## config.mk

```make
export PLATFORM = sky130hd
export DESIGN_NAME = k_way_sorted_merge_top
export DESIGN_NICKNAME = d
export VERILOG_FILES = /design/src/rtl/kwm_pkg.sv /design/src/rtl/kwm_ctrl.sv /design/src/rtl/kwm_datapath.sv /design/src/rtl/k_way_sorted_merge_top.sv
export SDC_FILE = /design/constraint.sdc
export NUM_CORES = 1
export LEC_CHECK = 0
export ABC_AREA = 1
export CORE_UTILIZATION = 30
export CTS_CLUSTER_DIAMETER = 40
export CTS_CLUSTER_SIZE = 24
export DETAILED_ROUTE_END_ITERATION = 12
export DONT_BUFFER_PORTS = 1
export GPL_TIMING_DRIVEN = 0
export PLACE_DENSITY_LB_ADDON = 0.3
export SLEW_MARGIN = 20
export SYNTH_ARGS = -nofsm -noshare
export SYNTH_HDL_FRONTEND = slang
export SYNTH_SLANG_ARGS = --single-unit
```

## constraint.sdc

```tcl
create_clock -name clk_i -period 5.8 [get_ports clk_i]
set_input_delay 0.58 -clock clk_i [delete_from_list [all_inputs] [get_ports clk_i]]
set_output_delay 0.58 -clock clk_i [all_outputs]
set_load 0.01 [all_outputs]
```

## src/rtl/kwm_pkg.sv

```systemverilog
// Package for the k-way sorted merge block.
// Holds the command and status bundles shared by the controller, the datapath and the top level.
// Depends on nothing.
package kwm_pkg;

  // Commands from the controller to the datapath.
  typedef struct packed {
    logic accept;     // Input transaction taken this cycle.
    logic scan_init;  // Restart the minimum search.
    logic scan_step;  // Read one held head and advance the scan index.
    logic load_min;   // Load the minimum, or the done mark, into the output register.
    logic load_err;   // Load an order error result into the output register.
  } kwm_cmd_t;

  // Status from the datapath to the controller.
  typedef struct packed {
    logic in_err;     // Current input comes from an unexpected list.
    logic in_go;      // Current input completes a step that needs a new minimum.
    logic scan_last;  // Scan index points at the last active list.
    logic out_free;   // Output register can take a result this cycle.
  } kwm_sts_t;

endpackage : kwm_pkg

```

## src/rtl/kwm_ctrl.sv

```systemverilog
// Controller state machine of the k-way sorted merge block.
// Sequences input acceptance, the head scan and result loading.
// Depends on kwm_pkg.
module kwm_ctrl (
  input  logic             clk_i,
  input  logic             rst_ni,
  input  logic             in_valid_i,
  output logic             in_ready_o,
  input  kwm_pkg::kwm_sts_t sts_i,
  output kwm_pkg::kwm_cmd_t cmd_o
);
  import kwm_pkg::*;

  localparam logic [2:0] ST_IDLE     = 3'd0;
  localparam logic [2:0] ST_SCAN     = 3'd1;
  localparam logic [2:0] ST_DRAIN    = 3'd2;
  localparam logic [2:0] ST_EMIT_MIN = 3'd3;
  localparam logic [2:0] ST_EMIT_ERR = 3'd4;

  logic [2:0] state_q, state_d;

  // Next state and command decode.
  always_comb begin
    state_d    = state_q;
    in_ready_o = 1'b0;
    cmd_o      = '0;
    unique case (state_q)
      ST_IDLE: begin
        in_ready_o = 1'b1;
        if (in_valid_i) begin
          cmd_o.accept    = 1'b1;
          cmd_o.scan_init = 1'b1;
          if (sts_i.in_err) begin
            state_d = ST_EMIT_ERR;
          end else if (sts_i.in_go) begin
            state_d = ST_SCAN;
          end
        end
      end
      ST_SCAN: begin
        cmd_o.scan_step = 1'b1;
        if (sts_i.scan_last) begin
          state_d = ST_DRAIN;
        end
      end
      ST_DRAIN: begin
        // The last head read is compared in this cycle.
        state_d = ST_EMIT_MIN;
      end
      ST_EMIT_MIN: begin
        if (sts_i.out_free) begin
          cmd_o.load_min = 1'b1;
          state_d        = ST_IDLE;
        end
      end
      ST_EMIT_ERR: begin
        if (sts_i.out_free) begin
          cmd_o.load_err = 1'b1;
          state_d        = ST_IDLE;
        end
      end
      default: begin
        state_d = ST_IDLE;
      end
    endcase
  end

  // State register.
  always_ff @(posedge clk_i or negedge rst_ni) begin
    if (!rst_ni) begin
      state_q <= ST_IDLE;
    end else begin
      state_q <= state_d;
    end
  end

endmodule : kwm_ctrl

```

## src/rtl/kwm_datapath.sv

```systemverilog
// Datapath of the k-way sorted merge block.
// Holds the list heads, the answer and valid bits, the minimum search and the output register.
// Depends on kwm_pkg.
module kwm_datapath #(
  parameter int MAX_LISTS  = 8,
  parameter int VALUE_BITS = 32,
  localparam int LIST_W    = (MAX_LISTS > 1) ? $clog2(MAX_LISTS) : 1,
  localparam int CNT_W     = $clog2(MAX_LISTS + 1)
) (
  input  logic                  clk_i,
  input  logic                  rst_ni,
  input  logic                  cfg_we_i,
  input  logic [CNT_W-1:0]      cfg_wdata_i,
  input  logic [LIST_W-1:0]     in_src_i,
  input  logic [VALUE_BITS-1:0] in_value_i,
  input  logic                  in_end_i,
  input  kwm_pkg::kwm_cmd_t     cmd_i,
  output kwm_pkg::kwm_sts_t     sts_o,
  input  logic                  out_ready_i,
  output logic                  out_valid_o,
  output logic [VALUE_BITS-1:0] out_value_o,
  output logic [LIST_W-1:0]     out_list_o,
  output logic                  out_done_o,
  output logic                  out_err_o
);
  import kwm_pkg::*;

  logic [CNT_W-1:0]      active_q;
  logic [CNT_W-1:0]      list_cnt;
  logic [LIST_W-1:0]     last_idx;
  logic [MAX_LISTS-1:0]  act_mask;
  logic [MAX_LISTS-1:0]  src_oh;
  logic                  src_ge_n;
  logic                  all_answered;
  logic                  in_err;
  logic                  in_ok;

  logic [MAX_LISTS-1:0]  valid_q;
  logic [MAX_LISTS-1:0]  answered_q;
  logic [LIST_W-1:0]     exp_q;
  logic                  phase_q;

  logic [VALUE_BITS-1:0] head_mem [MAX_LISTS];
  logic [VALUE_BITS-1:0] rd_q;
  logic [LIST_W-1:0]     idx_q;
  logic                  cmp_v_q;
  logic [LIST_W-1:0]     cmp_idx_q;
  logic                  cmp_hit;
  logic                  found_q;
  logic [VALUE_BITS-1:0] best_val_q;
  logic [LIST_W-1:0]     best_idx_q;

  logic                  out_valid_q;
  logic [VALUE_BITS-1:0] out_value_q;
  logic [LIST_W-1:0]     out_list_q;
  logic                  out_done_q;
  logic                  out_err_q;

  // Active list count, with zero taken as one and large values clamped.
  always_comb begin
    if (active_q == '0) begin
      list_cnt = CNT_W'(1);
    end else if (active_q > CNT_W'(MAX_LISTS)) begin
      list_cnt = CNT_W'(MAX_LISTS);
    end else begin
      list_cnt = active_q;
    end
  end

  assign last_idx = LIST_W'(list_cnt - CNT_W'(1));

  // Per-list masks for the active set and the source of the current input.
  always_comb begin
    for (int i = 0; i < MAX_LISTS; i++) begin
      act_mask[i] = (CNT_W'(i) < list_cnt);
      src_oh[i]   = (in_src_i == LIST_W'(i));
    end
  end

  assign src_ge_n     = (CNT_W'(in_src_i) >= list_cnt);
  assign all_answered = (((answered_q | src_oh) & act_mask) == act_mask);

  // Input checks: fill phase takes each active list once, merge phase only the named list.
  always_comb begin
    if (phase_q) begin
      in_err = src_ge_n || (in_src_i != exp_q);
    end else begin
      in_err = src_ge_n || (|(answered_q & src_oh));
    end
  end

  assign in_ok = cmd_i.accept && !in_err;

  assign cmp_hit = cmp_v_q && valid_q[cmp_idx_q] &&
                   (!found_q || ($signed(rd_q) < $signed(best_val_q)));

  always_comb begin
    sts_o           = '0;
    sts_o.in_err    = in_err;
    sts_o.in_go     = phase_q || all_answered;
    sts_o.scan_last = (idx_q == last_idx);
    sts_o.out_free  = !out_valid_q || out_ready_i;
  end

  // Merge state: configuration, answer bits, valid bits, expected list and phase.
  always_ff @(posedge clk_i or negedge rst_ni) begin
    if (!rst_ni) begin
      active_q   <= CNT_W'(MAX_LISTS);
      valid_q    <= '0;
      answered_q <= '0;
      exp_q      <= '0;
      phase_q    <= 1'b0;
    end else if (cfg_we_i) begin
      active_q   <= cfg_wdata_i;
      valid_q    <= '0;
      answered_q <= '0;
      exp_q      <= '0;
      phase_q    <= 1'b0;
    end else if (in_ok) begin
      answered_q[in_src_i] <= 1'b1;
      valid_q[in_src_i]    <= !in_end_i;
    end else if (cmd_i.load_min) begin
      if (found_q) begin
        valid_q[best_idx_q] <= 1'b0;
        exp_q               <= best_idx_q;
        phase_q             <= 1'b1;
      end else begin
        valid_q    <= '0;
        answered_q <= '0;
        exp_q      <= '0;
        phase_q    <= 1'b0;
      end
    end
  end

  // Head storage: written by accepted elements, read one entry per scan step.
  always_ff @(posedge clk_i) begin
    if (in_ok && !in_end_i) begin
      head_mem[in_src_i] <= in_value_i;
    end
  end

  always_ff @(posedge clk_i) begin
    if (cmd_i.scan_step) begin
      rd_q <= head_mem[idx_q];
    end
  end

  // Scan control: index, compare stage valid and found flag.
  always_ff @(posedge clk_i or negedge rst_ni) begin
    if (!rst_ni) begin
      idx_q   <= '0;
      cmp_v_q <= 1'b0;
      found_q <= 1'b0;
    end else begin
      cmp_v_q <= cmd_i.scan_step;
      if (cmd_i.scan_init) begin
        idx_q   <= '0;
        found_q <= 1'b0;
      end else begin
        if (cmd_i.scan_step) begin
          idx_q <= idx_q + LIST_W'(1);
        end
        if (cmp_hit) begin
          found_q <= 1'b1;
        end
      end
    end
  end

  // Running minimum; strict less-than keeps the lowest index on ties.
  always_ff @(posedge clk_i) begin
    if (cmd_i.scan_step) begin
      cmp_idx_q <= idx_q;
    end
    if (cmp_hit) begin
      best_val_q <= rd_q;
      best_idx_q <= cmp_idx_q;
    end
  end

  // Output register valid.
  always_ff @(posedge clk_i or negedge rst_ni) begin
    if (!rst_ni) begin
      out_valid_q <= 1'b0;
    end else if (cmd_i.load_min || cmd_i.load_err) begin
      out_valid_q <= 1'b1;
    end else if (out_ready_i) begin
      out_valid_q <= 1'b0;
    end
  end

  // Output register payload.
  always_ff @(posedge clk_i) begin
    if (cmd_i.load_err) begin
      out_value_q <= '0;
      out_list_q  <= '0;
      out_done_q  <= 1'b0;
      out_err_q   <= 1'b1;
    end else if (cmd_i.load_min) begin
      out_value_q <= found_q ? best_val_q : '0;
      out_list_q  <= found_q ? best_idx_q : '0;
      out_done_q  <= !found_q;
      out_err_q   <= 1'b0;
    end
  end

  assign out_valid_o = out_valid_q;
  assign out_value_o = out_value_q;
  assign out_list_o  = out_list_q;
  assign out_done_o  = out_done_q;
  assign out_err_o   = out_err_q;

endmodule : kwm_datapath

```

## src/rtl/k_way_sorted_merge_top.sv

```systemverilog
// Top level of the k-way sorted merge block.
// Instantiates kwm_ctrl and kwm_datapath; depends on kwm_pkg.
//
// Merges up to MAX_LISTS ascending streams of signed values into one ascending stream. In the
// fill phase each active list sends its first element or an end mark (tlast) in any order, with
// the list index on tuser. Once all have answered, each output transaction carries the smallest
// held head and its list (ties go to the lowest index); that list must send next. A result with
// tlast set marks the merge done and the block clears itself; a result with the error bit set
// means the input came from an unexpected list and was ignored. A write on cfg_we_i sets the
// number of active lists (zero acts as one, values above MAX_LISTS act as MAX_LISTS) and restarts
// the merge. A fill input that does not complete the set is accepted while the controller stays
// idle with s_axis_tready high. A rejected input is accepted, then its error result is loaded.
// Every other input is accepted, then the head of each active list is read from the head store
// and compared in turn, the last compare completes, and the output register is loaded. Loading
// a result waits while the output register still holds a transaction not taken by m_axis_tready.
// The next input is taken only once the result is loaded; a single compare unit walks the heads.
module k_way_sorted_merge_top #(
  parameter int MAX_LISTS  = 8,
  parameter int VALUE_BITS = 32,
  localparam int LIST_W    = (MAX_LISTS > 1) ? $clog2(MAX_LISTS) : 1,
  localparam int CNT_W     = $clog2(MAX_LISTS + 1),
  localparam int DATA_W    = ((VALUE_BITS + 7) / 8) * 8
) (
  input  logic              clk_i,
  input  logic              rst_ni,
  // Configuration: active list count.
  input  logic              cfg_we_i,
  input  logic [CNT_W-1:0]  cfg_wdata_i,
  // Input stream.
  input  logic              s_axis_tvalid,
  output logic              s_axis_tready,
  input  logic [DATA_W-1:0] s_axis_tdata,   // value
  input  logic [LIST_W-1:0] s_axis_tuser,   // src
  input  logic              s_axis_tlast,   // is_end
  // Output stream.
  output logic              m_axis_tvalid,
  input  logic              m_axis_tready,
  output logic [DATA_W-1:0] m_axis_tdata,   // min_value
  output logic [LIST_W:0]   m_axis_tuser,   // from_list, order_error
  output logic              m_axis_tlast    // merge_done
);
  import kwm_pkg::*;

  kwm_cmd_t              cmd;
  kwm_sts_t              sts;
  logic [VALUE_BITS-1:0] out_value;
  logic [LIST_W-1:0]     out_list;
  logic                  out_err;

  kwm_ctrl u_ctrl (
    .clk_i      (clk_i),
    .rst_ni     (rst_ni),
    .in_valid_i (s_axis_tvalid),
    .in_ready_o (s_axis_tready),
    .sts_i      (sts),
    .cmd_o      (cmd)
  );

  kwm_datapath #(
    .MAX_LISTS  (MAX_LISTS),
    .VALUE_BITS (VALUE_BITS)
  ) u_datapath (
    .clk_i       (clk_i),
    .rst_ni      (rst_ni),
    .cfg_we_i    (cfg_we_i),
    .cfg_wdata_i (cfg_wdata_i),
    .in_src_i    (s_axis_tuser),
    .in_value_i  (s_axis_tdata[VALUE_BITS-1:0]),
    .in_end_i    (s_axis_tlast),
    .cmd_i       (cmd),
    .sts_o       (sts),
    .out_ready_i (m_axis_tready),
    .out_valid_o (m_axis_tvalid),
    .out_value_o (out_value),
    .out_list_o  (out_list),
    .out_done_o  (m_axis_tlast),
    .out_err_o   (out_err)
  );

  // Pack the result fields onto the output stream.
  assign m_axis_tdata = DATA_W'(out_value);
  assign m_axis_tuser = {out_err, out_list};

`ifndef SYNTHESIS
  // A rejected input must leave the controller busy until its error result is loaded.
  assert property (@(posedge clk_i) disable iff (!rst_ni)
    (s_axis_tvalid && s_axis_tready && sts.in_err) |=> !s_axis_tready)
    else $error("order error input did not stall the input side");

  // A result is only loaded when the output register can take it.
  assert property (@(posedge clk_i) disable iff (!rst_ni)
    (cmd.load_min || cmd.load_err) |-> sts.out_free)
    else $error("result loaded over a pending output transaction");

  // A loaded result shows up on the output in the next cycle.
  assert property (@(posedge clk_i) disable iff (!rst_ni)
    (cmd.load_min || cmd.load_err) |=> m_axis_tvalid)
    else $error("loaded result not presented");

  // A result never reports done and an order error together.
  assert property (@(posedge clk_i) disable iff (!rst_ni)
    m_axis_tvalid |-> !(m_axis_tlast && m_axis_tuser[LIST_W]))
    else $error("done and order error set in one result");
`endif

endmodule : k_way_sorted_merge_top

```

==> key figures, run 1 <==
Placement
  – HPWL Detailed: 28.9 mm
  – Routability Congestion: 0.818
  – Place WS: 1.28 ns
  – Placed cell count: 2095
  – Input/output buffers: 0

Worst setup path
  – Critical Path Start Type: flip-flop
  – CP Capture Type: flip-flop
  – R2R depth: 18
  – RR Endpoint: u_datapath.head_mem[1][14]
  – CP arrival: 4.65 ns
  – CP max FO: 10
  – Reg-to-reg slack, setup: 1.42 ns
  – Critical path class: flip-flop to flip-flop
  – R2R Path Start: u_datapath.active_q[3]
  – Worst EP required: 6.06 ns

Die
  – Site row count: 85
  – Die ar.: 0.0554 mm2
  – Chip Width: 235 um
  – Die H: 235 um
  – Placeable Area: 0.0538 mm2
  – # IOs: 84
  – Initial core utilization: 30.3%

CTS
  – Clk slew on worst S/H paths: 0.07 ns
  – Root buf cell: clkbuf_16
  – CTS sink cnt: 396
  – Postcts setup bufs: 0
  – Number of buffers created by CTS: 44
  – TritonCTS clock tree: built
  – CTS H-Tree Depth: 2
  – Max Buffers Root-to-Sink: 3
  – Clk_lat worst skew: 0.56 ns

Timing
  – Skew final: 0.0328 ns
  – Max-slew headroom: 45.9%
  – Unrepaired setup endpoints after global routing: false
  – Final Cycle Share: 75.6%
  – Worst slew pin tran: 0.811 ns
  – Fmax: 0.228 GHz
  – Slew Viols, Final: 0
  – Final Hold Vio Count: 0
  – Setup ws final: 1.42 ns
  – Final setup violation count: 0
  – Final Critical Period: 4.38 ns

Job
  – Max Cap Viol: 0

Yosys
  – Synth top area share: 60.0%
  – Count of cell types in the netlist: 44
  – Synth Instances: 1371
  – Mapped Area: 0.0163 mm2
  – Number of flops mapped to enable cells by yosys: 326
  – Cell taking the most area after synthesis: edfxtp_1
  – Syn. warnings: 0
  – Top FF cell, synth: edfxtp_1
  – Commonest cells in the netlist: 326 x edfxtp_1, 284 x nor2_1, 163 x o21ai_0
  – Synth Area per Inst: 11.9 um2
  – Leading post-synthesis cells by cell area: edfxtp_1 60%, nor2_1 6.5%, o21ai_0 5.0%, dfrtp_1 4.9%, dfxtp_1 4.5%
  – Syn_nets: 1454
  – Asr flop ratio synth: 8.33%
  – Synth Register Bits: 396
  – Most common cell in the synthesized netlist: edfxtp_1
  – Sequential area share after synthesis: 69.6%

Detailed routing
  – Wire per inst: 18.7 um
  – First DRT Iteration DRCs: 752
  – Final ANT Viol Nets: 0
  – Drt via density: 4.85
  – Via Count: 10600
  – Drt first pass iters: 5
  – Residual DRC: 0
  – Routed WL: 40.8 mm

Global route
  – Initial antenna violation count: 0
  – GR peak layer: met2
  – First-pass GRT wire length: 62.5 mm
  – Met2 Use GR: 25.0%
  – GRT Resource Usage Total: 14.6%
  – Pin count of the biggest net entering global routing: 34
  – Vias in the first global route: 10500
  – Met1 usage: 17.9%
  – Met3 usage: 4.07%
  – Overflow after GRT: 0

Finish
  – Layout cells sized above 1: 10.1%
  – Layout Utilization: 35.5%
  – Final std cells w/o fill: 2178
  – Nets: 1530
  – Antenna Cells: 0
  – Area Overhead vs Synth: 17.0%

Power
  – VDD IR max: 0.000216 V
  – Pleak: 0.00686 uW
  – Logic pwr share: 25.1%
  – Clock power share: 32.4%
  – Flop pwr share: 42.5%
  – Sw Share: 34.1%
  – Internal power: 5790 uW
  – NetSw: 2990 uW
  – PwrDens: 460 mW/mm2

Worst hold path
  – Min-Delay Startpoint: s_axis_tdata[25]
  – WHS Endpoint: u_datapath.head_mem[0][25]
  – Worst hold stages: 0
  – Worst hold path type: input port to flip-flop

Run status
  – Status: complete, no violations
==> routing by layer <==
layer	vias up	share of wire (%)
met4	0	2.1
met2	256	48
met3	51	7.1
met5	-	0
met1	5171	43
li1	5094	-
==> power groups by stage <==
stage	Sequential, uW	Combinational [uW]	Clock (uW)
after floorplan	3710	1460	0
after global placement	3810	2140	0
after detailed placement	3800	2220	0
after CTS	3740	2240	2910
after global routing	3770	2490	3020
final	3730	2210	2850
==> registers in the layout, summed over array words and instances, names as in the netlist, 3 cells and up <==
signal	cells
u_datapath.best_val_q	32
u_datapath.best_idx_q	3
u_datapath.valid_q	8
u_ctrl.state_q	3
u_datapath.exp_q	3
u_datapath.idx_q	3
u_datapath.active_q	4
u_datapath.rd_q	32
u_datapath.out_value_o	32
u_datapath.head_mem	256
u_datapath.answered_q	8
u_datapath.cmp_idx_q	3
u_datapath.out_list_o	3
==> cells by family after synthesis <==
logic type | share of synthesized area [%]
AND/OR/NAND/NOR | 11.3
XOR/XNOR | 0.268
buffers and inverters | 4.16
flip-flops | 69.6
multiplexers | 0.0613
AO/OA/AOI/OAI | 11.7
adder cells (fa/ha/maj) | 2.91
==> metrics by stage <==
step | hold slack [ns] | power, uW | TNS, ns | area [um2]
after detailed placement | 0.285 | 6020 | 0 | 17600
after global placement | 0.286 | 5950 | -294.04 | 17200
after CTS | 0.0841 | 8890 | 0 | 19100
after global routing | 0.0811 | 9280 | 0 | 19100
after floorplan | 0.284 | 5170 | 0 | 16300
final | 0.110 | 8790 | 0 | 19100
==> layout by cell type, fill, tap and decap left out, types with 8 or more instances in the layout <==
cell type  count
a21oi_1       22
nand3_1       16
o22ai_1       40
buf_4         12
o311ai_0       8
buf_2         19
nor2_1       278
edfxtp_1     326
dfrtp_1       32
dfxtp_1       37
clkbuf_16     44
o21ai_0      163
a31oi_1       32
ha_1          38
nand2_1      121
nand4_1       11
clkbuf_1      55
a32o_1        35
inv_1         84
==> layout make-up <==
cell class | count | area (um2)
clock buffers | 47 | 1110
fillers | 5243 | 34700
inverters | 89 | 337
flip-flops and latches | 396 | 11400
well taps | 696 | 871
multi-input cells | 813 | 4360
plain buffers | 73 | 343
repair buffers | 30 | 315
clock inverters | 34 | 402
==> repair_timing <==
action,4_1_cts,5_1_grt
endpoints found under the hold margin,33,0
hold buffers,2,0
endpoints found under the setup margin,0,0
resized for setup,0,0
==> how the worst max path moves through the flow <==
stage | startpoint | to | slack (ns) | depth (start not counted)
finish | u_datapath.active_q[3] | u_datapath.head_mem[1][14] | 1.42 | 18
global route | u_datapath.active_q[3] | u_datapath.head_mem[1][14] | 0.99 | 18
CTS | u_datapath.active_q[3] | u_datapath.head_mem[1][14] | 1.29 | 18
detailed placement | u_datapath.active_q[3] | u_datapath.head_mem[1][14] | 1.28 | 18
global placement | u_datapath.active_q[3] | u_datapath.head_mem[1][10] | -3.20 | 13
floorplan | u_datapath.active_q[3] | u_datapath.head_mem[1][0] | 0.13 | 13
==> worst max-delay path, stage by stage, from the launching register on <==
cell and delay [ns]:
dfstp_2 0.55, inv_1 0.11, o21ai_0 0.50, ha_1 0.35, inv_1 0.06, nor2_1 0.04, o21ai_0 0.15, nand3_1 0.16
a21oi_2 0.19, buf_6 0.18, nand2_4 0.07, inv_2 0.06, nand3_2 0.28, nor4_2 0.39, buf_2 0.26, buf_4 0.18
buf_4 0.15, buf_2 0.20, buf_2 0.22
Note: power is estimated with default switching activity, not from simulation.
==> run 2, diff against run 1 <==
--- a/config.mk
+++ b/config.mk
@@ -5,7 +5,7 @@
 export SDC_FILE = /design/constraint.sdc
 export NUM_CORES = 1
 export LEC_CHECK = 0
-export ABC_AREA = 1
+export ABC_AREA = 0
 export CORE_UTILIZATION = 30
 export CTS_CLUSTER_DIAMETER = 40
 export CTS_CLUSTER_SIZE = 24
==> constraint.sdc (replaced) <==
create_clock -name clk_i -period 3.65 [get_ports clk_i]
set_input_delay 0.365 -clock clk_i [delete_from_list [all_inputs] [get_ports clk_i]]
set_output_delay 0.365 -clock clk_i [all_outputs]
set_load 0.01 [all_outputs]
==> run 2 against run 1 <==
  * Critical path depth fell by 5
  * Setup slack got worse by 1.1 ns
  * Synthesized cell count fell by 35%
  * Clock power rose by 98%
  * Critical path type unchanged
  * Power rose by 57%
  * Largest cell class unchanged
  * Count of clock-buffer cells in the layout rose by 10
==> key figures, run 2 <==
Run status
  – Status: complete, no violations

Worst setup path
  – Worst-path cell with the longest stage delay: dfrtp_1
  – Crit-path max cell delay: 0.43 ns
  – CP bufs+invs: 4
  – CP arrival: 3.66 ns
  – CP Capture Type: flip-flop
  – Critical path class: flip-flop to flip-flop
  – Worst EP required: 3.95 ns
  – CP max FO: 13
  – Critical Path Start Type: flip-flop
  – Crit-path cells: o21ba_2, nor2_4, ha_1, nand2b_1, a211oi_1, nor3_1, nor4_2, buf_6, nand2b_1, buf_2, nor2_4, buf_16, buf_16
  – Family with the most delay on the worst path: simple AND/OR/NAND/NOR gates

Finish
  – Area Overhead vs Synth: 23.8%
  – Antenna Cells: 0
  – Max reg flops: 256
  – Design area: 0.0197 mm2
  – Most flop-heavy register: u_datapath.head_mem
  – Fill cells: 4828
  – Layout Utilization: 37.6%
  – Commonest non-fill, non-tap cells in the layout: 326 x edfxtp_1, 67 x mux4_2, 56 x clkbuf_16
  – Nets: 1098
  – Final std cells w/o fill: 1750
  – Most common cell after layout, fill and taps aside: edfxtp_1
  – Layout cells sized above 1: 26.2%

Timing
  – Unrepaired setup endpoints after global routing: false
  – Skew final: 0.0247 ns
  – Final Critical Period: 3.36 ns
  – Setup TNS: 0 ns
  – Worst slew pin tran: 1.07 ns
  – Fin Hold WS: 0.0587 ns
  – Final Cycle Share: 92.2%
  – Final Hold Vio Count: 0
  – Max-slew headroom: 27.8%
  – Fmax: 0.297 GHz
  – Slew Viols, Final: 0
  – Final setup violation count: 0

CTS
  – Clk_lat worst skew: 0.61 ns
  – CTS sink cnt: 396
  – TritonCTS clock tree: built
  – Clk slew on worst S/H paths: 0.06 ns
  – Root buf cell: clkbuf_16
  – CTS H-Tree Depth: 2
  – Number of buffers created by CTS: 55
  – Max Buffers Root-to-Sink: 3

Yosys
  – Number of flops mapped to enable cells by yosys: 326
  – Commonest cells in the netlist: 326 x edfxtp_1, 67 x mux4_2, 45 x nand2_1
  – Most common cell in the synthesized netlist: edfxtp_1
  – Synth top area share: 61.4%
  – Syn_nets: 978
  – Top FF cell, synth: edfxtp_1
  – Cell taking the most area after synthesis: edfxtp_1
  – Syn. warnings: 0
  – Asr flop ratio synth: 8.33%
  – Mapped Area: 0.0159 mm2
  – Sequential area share after synthesis: 71.2%
  – Leading post-synthesis cells by cell area: edfxtp_1 61%, mux4_2 9.5%, dfrtp_1 5.0%, dfxtp_1 4.6%, ha_1 3.0%
  – Synth Instances: 895
  – Count of cell types in the netlist: 58
  – Synth Register Bits: 396
  – Synth Area per Inst: 17.8 um2

Detailed routing
  – Routed WL: 37.5 mm
  – Wire per inst: 21.4 um
  – Via Count: 8405
  – Residual DRC: 0
  – First DRT Iteration DRCs: 661
  – Drt via density: 4.80
  – Final ANT Viol Nets: 0
  – Drt first pass iters: 5

Power
  – VDD IR max: 0.000354 V
  – NetSw: 3730 uW
  – Pleak: 0.00674 uW
  – Clock power share: 40.8%
  – Sw Share: 27.0%
  – Flop pwr share: 40.5%
  – PwrDens: 700 mW/mm2
  – Internal power: 10100 uW
  – Logic pwr share: 18.7%

Placement
  – Input/output buffers: 0
  – Placed instance area: 0.0172 mm2
  – Placed cell count: 1599
  – Routability Congestion: 0.788
  – HPWL Detailed: 24.9 mm

Global route
  – Vias in the first global route: 8801
  – GRT Resource Usage Total: 14.2%
  – Initial antenna violation count: 3
  – First-pass GRT wire length: 56.5 mm
  – Pin count of the biggest net entering global routing: 34
  – Overflow after GRT: 0

Die
  – # IOs: 84
  – Placeable Area: 0.0526 mm2
  – Chip Width: 233 um
  – Die ar.: 0.0541 mm2
  – Initial core utilization: 30.3%
  – Die H: 233 um
  – Site row count: 84

Job
  – Max Cap Viol: 0

Worst hold path
  – Worst hold path type: input port to flip-flop
==> run 2: metrics by stage <==
| stage | setup WS [ns] | total power [uW] |
|---|---|---|
| after floorplan | -0.382 | 7430 |
| after global placement | -2.74 | 8120 |
| after detailed placement | -0.371 | 8220 |
| after CTS | 0.133 | 14000 |
| after global routing | 0.0908 | 14400 |
| final | 0.286 | 13800 |
==> run 2: power groups by stage <==
stage                     sequential (uW)  combinational, uW  clock (uW)
after CTS                            5600               2630        5750
after floorplan                      5620               1810           0
final                                5600               2580        5630
after detailed placement             5690               2520           0
after global routing                 5640               2840        5940
after global placement               5700               2420           0
==> run 2: worst reg2reg max path, cell delays in order (launching register included) <==
cell and delay [ns]:
dfrtp_1 0.43, o21ba_2 0.25, nor2_4 0.16, ha_1 0.26
nand2b_1 0.14, a211oi_1 0.23, nor3_1 0.17, nor4_2 0.32
buf_6 0.21, nand2b_1 0.07, buf_2 0.24, nor2_4 0.23
buf_16 0.19, buf_16 0.18
==> run 2: logic make-up (layout without fill, tap and decap cells) <==
| group | count (synthesis) | count (layout) | share of synthesized area [%] |
|---|---|---|---|
| AO/OA/AOI/OAI | 111 | 111 | 4.99 |
| buffers and inverters | 80 | 247 | 2.07 |
| multiplexers | 130 | 130 | 14.0 |
| adder cells (fa/ha/maj) | 38 | 38 | 2.98 |
| flip-flops | 396 | 396 | 71.2 |
| AND/OR/NAND/NOR | 131 | 131 | 4.25 |
| XOR/XNOR | 9 | 9 | 0.494 |
==> run 2: metal layers <==
| layer | routed length, um | track usage, % | share of wire, % | up-vias |
|---|---|---|---|---|
| met5 | 38 | 0 | 0.10 | - |
| met4 | 912 | 4.13 | 2.4 | 6 |
| met3 | 2370 | 4.17 | 6.3 | 77 |
| met2 | 17600 | 22.7 | 47 | 199 |
| met1 | 16500 | 18.8 | 44 | 4322 |
| li1 | - | - | - | 3801 |
==> run 2: path summary, 6_finish.rpt <==
path,start,to,slack (ns),cells after the start
worst max register to register,u_datapath.active_q[1],u_datapath.head_mem[0][21],0.29,13
worst min-delay path,m_axis_tready,u_datapath.out_valid_o,0.06,2
min in group asynchronous,rst_ni,u_datapath.exp_q[1],0.26,2
worst max-delay path,u_datapath.active_q[1],u_datapath.head_mem[0][21],0.29,13
max in group asynchronous,rst_ni,u_datapath.active_q[3],3.13,2
worst min register to register,u_datapath.rd_q[16],u_datapath.best_val_q[16],0.44,0
==> run 2: layout make-up <==
class	count	area [um2]	area share (%)
flip-flops and latches	396	11400	57.6
multi-input cells	419	4330	22.0
clock buffers	57	1410	7.12
repair buffers	63	877	4.44
well taps	688	861	4.36
clock inverters	47	567	2.87
plain buffers	37	170	0.862
inverters	43	161	0.818
==> run 2: repair_timing <==
item / CTS / global route
pin swaps: 8 / 0
gates resized for setup: 1 / 2
hold buffers: 38 / 0
setup buffers: 8 / 0
endpoints found under the setup margin: 256 / 36
hold endpoints to repair: 293 / 0
